===== config.mk =====
export PLATFORM = sky130hd
export DESIGN_NAME = cube_map_face_texel_select_top_flat
export DESIGN_NICKNAME = d
export VERILOG_FILES = /design/src/cmfts_pkg.sv /design/src/cmfts_in_if.sv /design/src/cmfts_out_if.sv /design/src/cmfts_div.sv /design/src/cube_map_face_texel_select_top.sv /design/src/flat_wrapper.sv
export SDC_FILE = /design/constraint.sdc
export NUM_CORES = 2
export LEC_CHECK = 0
export BUFFER_PORTS_ARGS = -buffer_cell sky130_fd_sc_hd__buf_2
export CAP_MARGIN = 0
export CORE_UTILIZATION = 50
export DETAILED_ROUTE_END_ITERATION = 12
export PLACE_DENSITY_LB_ADDON = 0.08
export SETUP_SLACK_MARGIN = 0.15
export SLEW_MARGIN = 10
export SYNTH_ARGS = -nofsm -noshare
export SYNTH_HDL_FRONTEND = slang
export SYNTH_SLANG_ARGS = --single-unit

===== constraint.sdc =====
create_clock -name clk_i -period 12.37 [get_ports clk_i]
set_input_delay 1.237 -clock clk_i [delete_from_list [all_inputs] [get_ports clk_i]]
set_output_delay 1.237 -clock clk_i [all_outputs]
set_load 0.01 [all_outputs]

===== src/cmfts_pkg.sv =====
// Shared widths, codes, types and helpers of the cube map face texel select block.
`timescale 1ns / 1ps

package cmfts_pkg;

  localparam int DIR_W         = 16;
  localparam int FACE_W        = 3;
  localparam int COORD_W       = 12;
  localparam int SIZE_W        = 13;
  localparam int MAG_W         = 17;
  localparam int NUM_W         = 30;
  localparam int Q_W           = 13;
  localparam int DIV_STAGES    = Q_W;
  localparam int PADDR_W       = 3;
  localparam int PDATA_W       = 32;
  localparam int MAX_FACE_SIZE = 4096;

  localparam logic [SIZE_W-1:0] FACE_SIZE_RST = SIZE_W'(512);

  typedef enum logic [FACE_W-1:0] {
    FACE_POS_X = 3'd0,
    FACE_NEG_X = 3'd1,
    FACE_POS_Y = 3'd2,
    FACE_NEG_Y = 3'd3,
    FACE_POS_Z = 3'd4,
    FACE_NEG_Z = 3'd5
  } cmfts_face_e;

  typedef enum logic [0:0] {
    REG_FACE_SIZE = 1'b0
  } cmfts_reg_e;

  typedef struct packed {
    cmfts_face_e         face;
    logic                inv;
    logic [SIZE_W-1:0]   size;
  } cmfts_side_t;

  function automatic logic [SIZE_W-1:0] sat_size(input logic [SIZE_W-1:0] fs);
    logic [SIZE_W-1:0] r;
    r = fs;
    if (fs == '0) begin
      r = SIZE_W'(1);
    end else if (fs > SIZE_W'(MAX_FACE_SIZE)) begin
      r = SIZE_W'(MAX_FACE_SIZE);
    end
    return r;
  endfunction

endpackage


===== src/cmfts_in_if.sv =====
// Direction input channel: valid/ready handshake with three signed components.
`timescale 1ns / 1ps

interface cmfts_in_if import cmfts_pkg::*; ();
  logic                    valid;
  logic                    ready;
  logic signed [DIR_W-1:0] dir_x;
  logic signed [DIR_W-1:0] dir_y;
  logic signed [DIR_W-1:0] dir_z;

  modport source (output valid, output dir_x, output dir_y, output dir_z, input ready);
  modport sink   (input valid, input dir_x, input dir_y, input dir_z, output ready);
endinterface


===== src/cmfts_out_if.sv =====
// Result output channel: valid/ready handshake with face, texel address and invalid flag.
`timescale 1ns / 1ps

interface cmfts_out_if import cmfts_pkg::*; ();
  logic               valid;
  logic               ready;
  logic [FACE_W-1:0]  face_index;
  logic [COORD_W-1:0] texel_col;
  logic [COORD_W-1:0] texel_row;
  logic               invalid;

  modport source (output valid, output face_index, output texel_col, output texel_row,
                  output invalid, input ready);
  modport sink   (input valid, input face_index, input texel_col, input texel_row,
                  input invalid, output ready);
endinterface


===== src/cmfts_div.sv =====
// Pipelined restoring divider, one quotient bit per stage, MSB first.
`timescale 1ns / 1ps

module cmfts_div import cmfts_pkg::*; (
  input  logic                  clk_i,
  input  logic [DIV_STAGES-1:0] en_i,
  input  logic [NUM_W-1:0]      num_i,
  input  logic [MAG_W-1:0]      den_i,
  output logic [Q_W-1:0]        quo_o
);

  logic [NUM_W-1:0] rem_q [DIV_STAGES-1];
  logic [MAG_W-1:0] den_q [DIV_STAGES-1];
  logic [Q_W-1:0]   quo_q [DIV_STAGES];

  for (genvar j = 0; j < DIV_STAGES; j++) begin : g_stage
    logic [NUM_W-1:0] rem_in;
    logic [NUM_W-1:0] dsh;
    logic [MAG_W-1:0] den_in;
    logic [Q_W-1:0]   quo_in;
    logic             take;

    if (j == 0) begin : g_first
      assign rem_in = num_i;
      assign den_in = den_i;
      assign quo_in = '0;
    end else begin : g_next
      assign rem_in = rem_q[j-1];
      assign den_in = den_q[j-1];
      assign quo_in = quo_q[j-1];
    end

    assign dsh  = NUM_W'(den_in) << (DIV_STAGES - 1 - j);
    assign take = (rem_in >= dsh);

    always_ff @(posedge clk_i) begin
      if (en_i[j]) begin
        quo_q[j] <= {quo_in[Q_W-2:0], take};
      end
    end

    if (j < DIV_STAGES - 1) begin : g_carry
      always_ff @(posedge clk_i) begin
        if (en_i[j]) begin
          rem_q[j] <= take ? (rem_in - dsh) : rem_in;
          den_q[j] <= den_in;
        end
      end
    end
  end

  assign quo_o = quo_q[DIV_STAGES-1];

endmodule


===== src/cube_map_face_texel_select_top.sv =====
// Top level: cube map face selection and texel address pipeline with APB config port.
`timescale 1ns / 1ps

// Takes one direction vector per cycle, unless the output stalls, and returns the cube face
// it points at plus the texel column and row on that face. A beat passes the input register,
// major axis and face select, multiply by face size, thirteen divider stages (one quotient
// bit per stage for column and row in parallel), and the clamping output register. Throughput
// is one beat per cycle while the output accepts; each stage holds its beat independently, so
// the pipeline keeps filling while the output is stalled. face_size (address 0) may only be
// written while no beat is in flight; values of 0 act as 1 and values above 4096 act as 4096.
// An all-zero vector returns invalid with zero fields.

module cube_map_face_texel_select_top import cmfts_pkg::*; (
  input  logic                clk_i,
  input  logic                rst_ni,
  cmfts_in_if.sink            dir_i,
  cmfts_out_if.source         res_o,
  input  logic                psel,
  input  logic                penable,
  input  logic                pwrite,
  input  logic [PADDR_W-1:0]  paddr,
  input  logic [PDATA_W-1:0]  pwdata,
  output logic [PDATA_W-1:0]  prdata,
  output logic                pready
);

  localparam int NSTG   = DIV_STAGES + 4;
  localparam int DIV_LO = 3;
  localparam int OUT_ST = NSTG - 1;

  // config register
  logic [SIZE_W-1:0] face_size_q;
  logic [SIZE_W-1:0] size_eff;
  cmfts_reg_e        reg_sel;

  assign pready   = 1'b1;
  assign reg_sel  = cmfts_reg_e'(paddr[2]);
  assign size_eff = sat_size(face_size_q);

  always_ff @(posedge clk_i or negedge rst_ni) begin
    if (!rst_ni) begin
      face_size_q <= FACE_SIZE_RST;
    end else if (psel && penable && pwrite && (reg_sel == REG_FACE_SIZE)) begin
      face_size_q <= pwdata[SIZE_W-1:0];
    end
  end

  always_comb begin
    unique case (reg_sel)
      REG_FACE_SIZE: prdata = PDATA_W'(face_size_q);
      default:       prdata = '0;
    endcase
  end

  // stage control
  logic [NSTG-1:0] v_q;
  logic [NSTG-1:0] en;

  always_comb begin
    en[OUT_ST] = !v_q[OUT_ST] || res_o.ready;
    for (int k = OUT_ST - 1; k >= 0; k--) begin
      en[k] = !v_q[k] || en[k+1];
    end
  end

  always_ff @(posedge clk_i or negedge rst_ni) begin
    if (!rst_ni) begin
      v_q <= '0;
    end else begin
      if (en[0]) begin
        v_q[0] <= dir_i.valid;
      end
      for (int k = 1; k < NSTG; k++) begin
        if (en[k]) begin
          v_q[k] <= v_q[k-1];
        end
      end
    end
  end

  assign dir_i.ready = en[0];

  // stage 0: capture and magnitudes
  logic signed [DIR_W-1:0] d0_q [3];
  logic [DIR_W-1:0]        a0_q [3];

  always_ff @(posedge clk_i) begin
    if (en[0]) begin
      d0_q[0] <= dir_i.dir_x;
      d0_q[1] <= dir_i.dir_y;
      d0_q[2] <= dir_i.dir_z;
      a0_q[0] <= dir_i.dir_x[DIR_W-1] ? DIR_W'(-dir_i.dir_x) : dir_i.dir_x;
      a0_q[1] <= dir_i.dir_y[DIR_W-1] ? DIR_W'(-dir_i.dir_y) : dir_i.dir_y;
      a0_q[2] <= dir_i.dir_z[DIR_W-1] ? DIR_W'(-dir_i.dir_z) : dir_i.dir_z;
    end
  end

  // stage 1: major axis, face, sc/tc offsets
  cmfts_face_e              face1_d, face1_q;
  logic                     inv1_q;
  logic [DIR_W-1:0]         ama;
  logic signed [MAG_W-1:0]  dx, dy, dz, sc, tc;
  logic signed [MAG_W:0]    nsc, ntc, ama_s;
  logic [MAG_W-1:0]         nsc1_q, ntc1_q, den1_q;
  logic [SIZE_W-1:0]        s1_q;

  assign dx = MAG_W'(d0_q[0]);
  assign dy = MAG_W'(d0_q[1]);
  assign dz = MAG_W'(d0_q[2]);

  always_comb begin
    if (a0_q[1] > a0_q[0]) begin
      if (a0_q[2] > a0_q[1]) begin
        ama     = a0_q[2];
        face1_d = (d0_q[2] > 0) ? FACE_POS_Z : FACE_NEG_Z;
      end else begin
        ama     = a0_q[1];
        face1_d = (d0_q[1] > 0) ? FACE_POS_Y : FACE_NEG_Y;
      end
    end else if (a0_q[2] > a0_q[0]) begin
      ama     = a0_q[2];
      face1_d = (d0_q[2] > 0) ? FACE_POS_Z : FACE_NEG_Z;
    end else begin
      ama     = a0_q[0];
      face1_d = (d0_q[0] > 0) ? FACE_POS_X : FACE_NEG_X;
    end

    case (face1_d)
      FACE_POS_X: begin sc = -dz; tc = -dy; end
      FACE_NEG_X: begin sc = dz;  tc = -dy; end
      FACE_POS_Y: begin sc = dx;  tc = dz;  end
      FACE_NEG_Y: begin sc = dx;  tc = -dz; end
      FACE_POS_Z: begin sc = dx;  tc = -dy; end
      default:    begin sc = -dx; tc = -dy; end
    endcase
  end

  assign ama_s = $signed({2'b00, ama});
  assign nsc   = $signed((MAG_W+1)'(sc)) + ama_s;
  assign ntc   = $signed((MAG_W+1)'(tc)) + ama_s;

  always_ff @(posedge clk_i) begin
    if (en[1]) begin
      face1_q <= face1_d;
      inv1_q  <= (a0_q[0] == '0) && (a0_q[1] == '0) && (a0_q[2] == '0);
      nsc1_q  <= nsc[MAG_W-1:0];
      ntc1_q  <= ntc[MAG_W-1:0];
      den1_q  <= {ama, 1'b0};
      s1_q    <= size_eff;
    end
  end

  // stage 2: scale by face size
  logic [NUM_W-1:0] numc2_q, numr2_q;
  logic [MAG_W-1:0] den2_q;
  cmfts_side_t      side2_q;

  always_ff @(posedge clk_i) begin
    if (en[2]) begin
      numc2_q <= NUM_W'(nsc1_q) * NUM_W'(s1_q);
      numr2_q <= NUM_W'(ntc1_q) * NUM_W'(s1_q);
      den2_q  <= den1_q;
      side2_q <= '{face: face1_q, inv: inv1_q, size: s1_q};
    end
  end

  // divider stages
  logic [Q_W-1:0] quo_c, quo_r;
  cmfts_side_t    side_q [DIV_STAGES];

  cmfts_div u_div_col (
    .clk_i (clk_i),
    .en_i  (en[DIV_LO +: DIV_STAGES]),
    .num_i (numc2_q),
    .den_i (den2_q),
    .quo_o (quo_c)
  );

  cmfts_div u_div_row (
    .clk_i (clk_i),
    .en_i  (en[DIV_LO +: DIV_STAGES]),
    .num_i (numr2_q),
    .den_i (den2_q),
    .quo_o (quo_r)
  );

  for (genvar j = 0; j < DIV_STAGES; j++) begin : g_side
    if (j == 0) begin : g_first
      always_ff @(posedge clk_i) begin
        if (en[DIV_LO]) begin
          side_q[0] <= side2_q;
        end
      end
    end else begin : g_next
      always_ff @(posedge clk_i) begin
        if (en[DIV_LO+j]) begin
          side_q[j] <= side_q[j-1];
        end
      end
    end
  end

  // output stage: clamp at face edge, blank invalid beats
  cmfts_side_t        side_l;
  logic [SIZE_W-1:0]  smax;
  logic [Q_W-1:0]     col_c, row_c;
  logic [FACE_W-1:0]  face_q;
  logic [COORD_W-1:0] col_q, row_q;
  logic               inv_q;

  assign side_l = side_q[DIV_STAGES-1];
  assign smax   = side_l.size - SIZE_W'(1);
  assign col_c  = (quo_c > smax) ? smax : quo_c;
  assign row_c  = (quo_r > smax) ? smax : quo_r;

  always_ff @(posedge clk_i) begin
    if (en[OUT_ST]) begin
      inv_q <= side_l.inv;
      if (side_l.inv) begin
        face_q <= FACE_POS_X;
        col_q  <= '0;
        row_q  <= '0;
      end else begin
        face_q <= side_l.face;
        col_q  <= col_c[COORD_W-1:0];
        row_q  <= row_c[COORD_W-1:0];
      end
    end
  end

  assign res_o.valid      = v_q[OUT_ST];
  assign res_o.face_index = face_q;
  assign res_o.texel_col  = col_q;
  assign res_o.texel_row  = row_q;
  assign res_o.invalid    = inv_q;

  // checks
  a_inv_zero: assert property (@(posedge clk_i) disable iff (!rst_ni)
    res_o.valid && res_o.invalid |->
      (res_o.face_index == '0) && (res_o.texel_col == '0) && (res_o.texel_row == '0))
    else $error("invalid beat with nonzero fields");

  a_face_range: assert property (@(posedge clk_i) disable iff (!rst_ni)
    res_o.valid && !res_o.invalid |-> (res_o.face_index <= FACE_NEG_Z))
    else $error("face index out of range");

  a_coord_range: assert property (@(posedge clk_i) disable iff (!rst_ni)
    res_o.valid |->
      (SIZE_W'(res_o.texel_col) < size_eff) && (SIZE_W'(res_o.texel_row) < size_eff))
    else $error("texel address beyond face size");

  a_accept_fill: assert property (@(posedge clk_i) disable iff (!rst_ni)
    dir_i.valid && dir_i.ready |=> v_q[0])
    else $error("accepted beat not held in first stage");

endmodule

===== src/flat_wrapper.sv =====
// flat-port wrapper written by rule: the top's interface ports become plain ports
module cube_map_face_texel_select_top_flat import cmfts_pkg::*;
  (clk_i, rst_ni, psel, penable, pwrite, paddr, pwdata, prdata, pready, dir_i_valid, dir_i_dir_x, dir_i_dir_y, dir_i_dir_z, dir_i_ready, res_o_valid, res_o_face_index, res_o_texel_col, res_o_texel_row, res_o_invalid, res_o_ready);
  cmfts_in_if dir_i_i ();
  cmfts_out_if res_o_i ();
  input  logic clk_i;
  input  logic rst_ni;
  input  logic psel;
  input  logic penable;
  input  logic pwrite;
  input  logic [PADDR_W-1:0] paddr;
  input  logic [PDATA_W-1:0] pwdata;
  output logic [PDATA_W-1:0] prdata;
  output logic pready;
  input wire logic [$bits(dir_i_i.valid)-1:0] dir_i_valid;
  input wire logic [$bits(dir_i_i.dir_x)-1:0] dir_i_dir_x;
  input wire logic [$bits(dir_i_i.dir_y)-1:0] dir_i_dir_y;
  input wire logic [$bits(dir_i_i.dir_z)-1:0] dir_i_dir_z;
  output wire logic [$bits(dir_i_i.ready)-1:0] dir_i_ready;
  output wire logic [$bits(res_o_i.valid)-1:0] res_o_valid;
  output wire logic [$bits(res_o_i.face_index)-1:0] res_o_face_index;
  output wire logic [$bits(res_o_i.texel_col)-1:0] res_o_texel_col;
  output wire logic [$bits(res_o_i.texel_row)-1:0] res_o_texel_row;
  output wire logic [$bits(res_o_i.invalid)-1:0] res_o_invalid;
  input wire logic [$bits(res_o_i.ready)-1:0] res_o_ready;
  assign dir_i_i.valid = dir_i_valid;
  assign dir_i_i.dir_x = dir_i_dir_x;
  assign dir_i_i.dir_y = dir_i_dir_y;
  assign dir_i_i.dir_z = dir_i_dir_z;
  assign dir_i_ready = dir_i_i.ready;
  assign res_o_valid = res_o_i.valid;
  assign res_o_face_index = res_o_i.face_index;
  assign res_o_texel_col = res_o_i.texel_col;
  assign res_o_texel_row = res_o_i.texel_row;
  assign res_o_invalid = res_o_i.invalid;
  assign res_o_i.ready = res_o_ready;
  cube_map_face_texel_select_top u_core (.clk_i(clk_i), .rst_ni(rst_ni), .dir_i(dir_i_i), .res_o(res_o_i), .psel(psel), .penable(penable), .pwrite(pwrite), .paddr(paddr), .pwdata(pwdata), .prdata(prdata), .pready(pready));
endmodule

Word-level counts from Yosys, hierarchy flattened
Memories as Yosys holds them, arrays and structs flattened.
Index checks and enable logic that the tools add are counted.
{ "word_totals": {"reg_bits": 218, "ram_bits": 1783, "inputBits": 90, "output_inout_bits": 63, "memories": 9} }
{ "op_classes": {"n_addsub": 33, "mul": 2, "n_lt_le_gt_ge": 35, "eq_ne": 4, "muxes": 70, "bitwise": 1, "reduce_logical": 46} }
{ "mem_list": {"columns": ["name", "words", "word_bits", "read_ports", "rd_ports_with_merged_regs", "wr", "line", "text"], "rows": [
  ["u_core.u_div_col.rem_q", 12, 30, 12, 0, 12, "cmfts_div.sv:12", "logic [NUM_W-1:0] rem_q [DIV_STAGES-1];"],
  ["u_core.u_div_row.rem_q", 12, 30, 12, 0, 12, "cmfts_div.sv:12", null],
  ["u_core.side_q", 13, 17, 13, 0, 13, "cube_map_face_texel_select_top.sv:169", "cmfts_side_t side_q [DIV_STAGES];"],
  ["u_core.u_div_col.den_q", 12, 17, 12, 0, 12, "cmfts_div.sv:13", "logic [MAG_W-1:0] den_q [DIV_STAGES-1];"],
  ["u_core.u_div_row.den_q", 12, 17, 12, 0, 12, "cmfts_div.sv:13", null],
  ["u_core.u_div_col.quo_q", 13, 13, 13, 0, 13, "cmfts_div.sv:14", "logic [Q_W-1:0] quo_q [DIV_STAGES];"],
  ["3 more memories", null, null, null, null, null, null, null]
]} }
{ "op_table": {"columns": ["op", "count"], "rows": [
  ["$mux W30", 24],
  ["$mux W16", 6],
  ["$ge A30 B17 Y1", 2],
  ["$ge A30 B18 Y1", 2],
  ["$ge A30 B19 Y1", 2],
  ["$ge A30 B20 Y1", 2],
  ["$ge A30 B21 Y1", 2],
  ["$ge A30 B22 Y1", 2],
  ["$ge A30 B23 Y1", 2],
  ["$ge A30 B24 Y1", 2],
  ["$ge A30 B25 Y1", 2],
  ["$ge A30 B26 Y1", 2],
  ["$ge A30 B27 Y1", 2],
  ["$ge A30 B28 Y1", 2],
  ["$ge A30 B29 Y1", 2],
  ["$mul A17 B13 Y30", 2],
  ["$sub A30 B18 Y30", 2],
  ["$sub A30 B19 Y30", 2],
  ["$sub A30 B20 Y30", 2],
  ["$sub A30 B21 Y30", 2],
  ["$sub A30 B22 Y30", 2],
  ["$sub A30 B23 Y30", 2],
  ["$sub A30 B24 Y30", 2],
  ["$sub A30 B25 Y30", 2],
  ["other kinds (30)", 117]
]} }

Longest topological paths before layout
{ "depth": {"depth_word": 20, "depth_mapped": 24, "depth_no_buf": 23} }

Cells and area by module
Synthesis repeated with hierarchy kept, for this count alone.
{ "unflattened": {"hier_cells": 9133, "hier_area_um2": 106373.3} }
{ "modules_own_cells": {"columns": ["mod", "instances", "cells_per_inst", "area_each_um2"], "rows": [
  ["cube_map_face_texel_select_top", 1, 3237, 37175.7],
  ["cmfts_div at u_core.u_div_col", 1, 2937, 34599.4],
  ["cmfts_div at u_core.u_div_row", 1, 2959, 34598.2]
]} }

Worst setup path after synthesis
No wires, ideal clock.
{ "synth_timing": {"path_type": "input to output", "from": "in res_o_ready", "to": "out dir_i_ready", "arrival_ns": 8.714, "t_required_ns": 11.133, "path_slack_ns": 2.419, "path_stages": 10, "path_buffers": 0, "path_cell_list": "nand2b_1 nor2_1 inv_1 nor2_1 and3_1 inv_1 nor2_1 and3_1 and3_1 nand4_1"} }
{ "synth_via": {"elab_chain_cells": 17} }
{ "synth_lines": {"columns": ["element", "line", "text"], "rows": [
  ["from (decl)", "flat_wrapper.sv:25", "input wire logic [$bits(res_o_i.ready)-1:0] res_o_ready;"],
  ["$logic_or A1 B1 Y1", "cube_map_face_texel_select_top.sv:60", "en[OUT_ST] = !v_q[OUT_ST] || res_o.ready;"],
  ["$logic_or A1 B1 Y1", "cube_map_face_texel_select_top.sv:62", "en[k] = !v_q[k] || en[k+1];"],
  ["named net u_core.en[15]", "cube_map_face_texel_select_top.sv:57", "logic [NSTG-1:0] en;"],
  ["$logic_or A1 B1 Y1 (5 in a row)", "cube_map_face_texel_select_top.sv:62", null],
  ["named net u_core.en[10]", "cube_map_face_texel_select_top.sv:57", null],
  ["$logic_or A1 B1 Y1 (10 in a row)", "cube_map_face_texel_select_top.sv:62", null],
  ["to (decl)", "flat_wrapper.sv:19", "output wire logic [$bits(dir_i_i.ready)-1:0] dir_i_ready;"]
]} }
The timed path passes the listed nets, and every way through them passes these cells.

Worst setup path after layout
{ "layout_timing": {"from": "in res_o_ready", "to": "out dir_i_ready"} }
{ "layout_via": {"elab_chain_cells": 17} }
{ "layout_lines": {"columns": ["element", "line"], "rows": [
  ["$logic_or A1 B1 Y1", "cube_map_face_texel_select_top.sv:60"],
  ["named net u_core.en[16]", "cube_map_face_texel_select_top.sv:57"],
  ["$logic_or A1 B1 Y1", "cube_map_face_texel_select_top.sv:62"],
  ["named net u_core.en[15]", "cube_map_face_texel_select_top.sv:57"],
  ["$logic_or A1 B1 Y1 (5 in a row)", "cube_map_face_texel_select_top.sv:62"],
  ["named net u_core.en[10]", "cube_map_face_texel_select_top.sv:57"],
  ["$logic_or A1 B1 Y1 (10 in a row)", "cube_map_face_texel_select_top.sv:62"]
]} }
The timed path passes the listed nets, and every way through them passes these cells.

==> flow_metrics.tcl <==
set metrics [dict create \
    critical_path.max_fanout 45 \
    met1_usage 0.312 \
    synth.area.top_cells "edfxtp_1, ha_1, fa_1" \
    chipHeight_um 441 \
    hp-start "u_core.side_q[0][43]$_DFFE_PP_" \
    die_width_um 441 \
    yosys.cell_count.top_type "edfxtp_1" \
    crit_slowest_cell "nor2_1" \
    start_kind "input pin" \
    netlist-cell-type-count 86 \
    place_congestion 0.943 \
    area_growth_pct 9.73 \
    post-route-cell-area_um2 106000 \
    cts_buffers 173 \
    final.min_clock_period_ns 7.19 \
    antenna_left 0 \
    maxCapViolations 0 \
    grt_pass1_wl_um 365000 \
    maxSlewHeadroom 0.177 \
    track_usage 0.248 \
    nNetsFinal 9559 \
    synth-simple-area-share 0.121 \
    critPathKind "input pin to primary output" \
    finClkSkew_ns 0.0538 \
    netlist_area_um2 96300 \
    grt_max_degree 84 \
    whs_ns 0.379 \
    fp.coreArea_um2 191000 \
    fin_crit_sh 0.582 \
    critPathRequiredTime_ns 11.13 \
    rr_worst_depth 20 \
    first_pass_iters 6 \
    routed-via-count 62437 \
    cts-htree-levels 4 \
    worstSetupStartpoint "res_o_ready" \
    yosysWarnings 0 \
    io_pins 153 \
    use_met2 0.430 \
    drt_iter0_markers 4284 \
    cts-root-buf "clkbuf_16" \
    yosys_most_used_dff "edfxtp_1" \
    ctsHoldBuffers 0 \
    fp.dieArea_um2 194000 \
    drt-wirelength-per-cell_um 21.7 \
    busiest_layer "met2" \
    setup.worst_path.end_class "primary output" \
    cts_setup_buffers 0 \
    pre_cts_ws_ns 5.09 \
    grt_pass1_vias 61707 \
    cts_max_path_buffers 3 \
    vias_per_cell 5.63 \
    routed_wl_um 241000 \
    yosys-top-cells-count "edfxtp_1, inv_1, nand2_1" \
    syn_inst 8283 \
    synth_compound_area_frac 0.0965 \
    dpl_cell_area_um2 99700 \
    synth_seq_cells 1626 \
    max_clock_freq_mhz 139 \
    path_clk_slew_ns 0.06 \
    setup_violations 0 \
    grt_antenna_before_repair 3 \
    max_stage_delay_ns 0.65 \
    clkLatencyLatePin_ns 0.84 \
    critPathArrivalTime_ns 5.96 \
    min_path_cells 0 \
    status "finished clean" \
    hold_end "u_core.side_q[0][60]$_DFFE_PP_" \
    path_cells "buf_2, nand2b_1, buf_4, nor2_1, inv_2, nor2_1, and3_1, inv_4, nor2_1, and3_1, and3_1, nand4_1, buf_4, buf_2" \
    dp_hpwl_um 188000 \
    fillerInstances 16144 \
    rows 160 \
    seq_area_frac_synth 0.506 \
    grt_overflow_total 0 \
    tightest_slew_ns 1.23 \
    port_buffers 111 \
    synth_mux_area_frac 0.0170 \
    fin_ws_ns 5.18 \
    drive_gt1_frac 0.0700 \
    drc 0 \
    final_hold_viol_count 0 \
    rsz0062_at_grt "no" \
    cts_tree "done" \
    synth_area_leader_cell "edfxtp_1" \
    synthXorXnorAreaFrac 0.0559 \
    cts_resized 0 \
    r2r-start "u_core.a0_q[0][32]$_DFFE_PP_" \
    use_met3 0.0283 \
    synthArstFlopShare 0.0185 \
    synth_fa_ha_area_frac 0.163 \
    syn_area_per_cell_um2 11.6 \
    synth_edf_count 1596 \
    hp-class "flop to flop" \
    start_util 0.505 \
    synth_top_family_by_area "adder cells" \
    rrSetupSlack_ns 5.24 \
    r2r_end "u_core.nsc1_q[13]$_DFFE_PP_" \
    tns_ns 0 \
    maxSlewViolCount 0 \
    synth_top_cell_area_share 0.498 \
    cts.sinks 1626 \
]
[cell type report]
cell class	instances	area [um2]	share of cell area
Antenna cell	2	5.00	0.0000474
Clock buffer	211	4520	0.0428
Clock inverter	104	1410	0.0133
Inverter	830	3130	0.0296
Multi-Input combinational cell	5637	43800	0.415
Sequential cell	1626	48700	0.461
Tap cell	2511	3140	0.0297
Timing Repair Buffer	163	946	0.00895
[registers in the layout, indices dropped and copies added (netlist names), 30 cells and up]
signal	flops
u_core.a0_q	48
u_core.d0_q	45
u_core.numc2_q	30
u_core.numr2_q	30
u_core.side_q	221
u_core.u_div_col.den_q	144
u_core.u_div_col.quo_q	91
u_core.u_div_col.rem_q	360
u_core.u_div_row.den_q	48
u_core.u_div_row.quo_q	91
u_core.u_div_row.rem_q	360
[placed cells by master, fill, tap and decap left out, types with 52 or more instances in the layout]
cell       synthesis  layout
nand2b_1         112     112
fa_1             356     356
a21oi_1          461     460
o21a_1            77      77
clkbuf_16          0     173
buf_2              2     111
buf_4             20      52
or3_1             63      63
ha_1             682     682
xnor2_1          374     374
o21ai_0          341     341
nor2_1           499     499
nor3_1           170     169
edfxtp_1        1596    1596
nand4_1           85      85
nor2b_1          104     104
and2_1           197     197
nand2_1          684     678
mux2_2           112     112
nand3_1          106     103
a211oi_1          73      73
xor2_1           241     241
inv_1            828     822
nor4_1           105     105
a21o_1           174     174
[worst max-delay path, delay by kind of cell]
kind	cells	cell delay [ns]
simple gates	8	3.15
buf+inv	6	1.52
[kinds of logic (layout without fill, tap and decap cells)]
kind of cell / after synthesis / count (layout)
simple gates: 2338 / 2338
flops: 1626 / 1626
fa+ha+maj: 1038 / 1038
compound gates: 1476 / 1476
mux: 150 / 150
buf+inv: 1038 / 1308
other cells: 2 / 22
xor+xnor: 615 / 615
[layer usage]
| metal | up-vias | share of wire |
|---|---|---|
| met1 | 30759 | 0.42 |
| met3 | 376 | 0.037 |
| met4 | 0 | 0.048 |
| met5 | - | 0 |
| li1 | 29890 | - |
| met2 | 1412 | 0.50 |
[worst max path at each step]
stage / end / cells after the start
final: dir_i_ready / 14
after detailed placement: dir_i_ready / 14
after CTS: dir_i_ready / 14
after global routing: dir_i_ready / 14
after floorplan: dir_i_ready / 10
after global placement: dir_i_ready / 14
[through the flow]
step | std cells | util
6_report | 11084 | 0.554
3_5_place_dp | 10767 | 0.523
5_1_grt | 11082 | 0.554
3_3_place_gp | 10767 | 0.523
2_1_floorplan | 8301 | -
4_1_cts | 11082 | 0.554
Power is not shown: default switching activity piles up to over one toggle a cycle in this logic, so the estimate is an artifact.
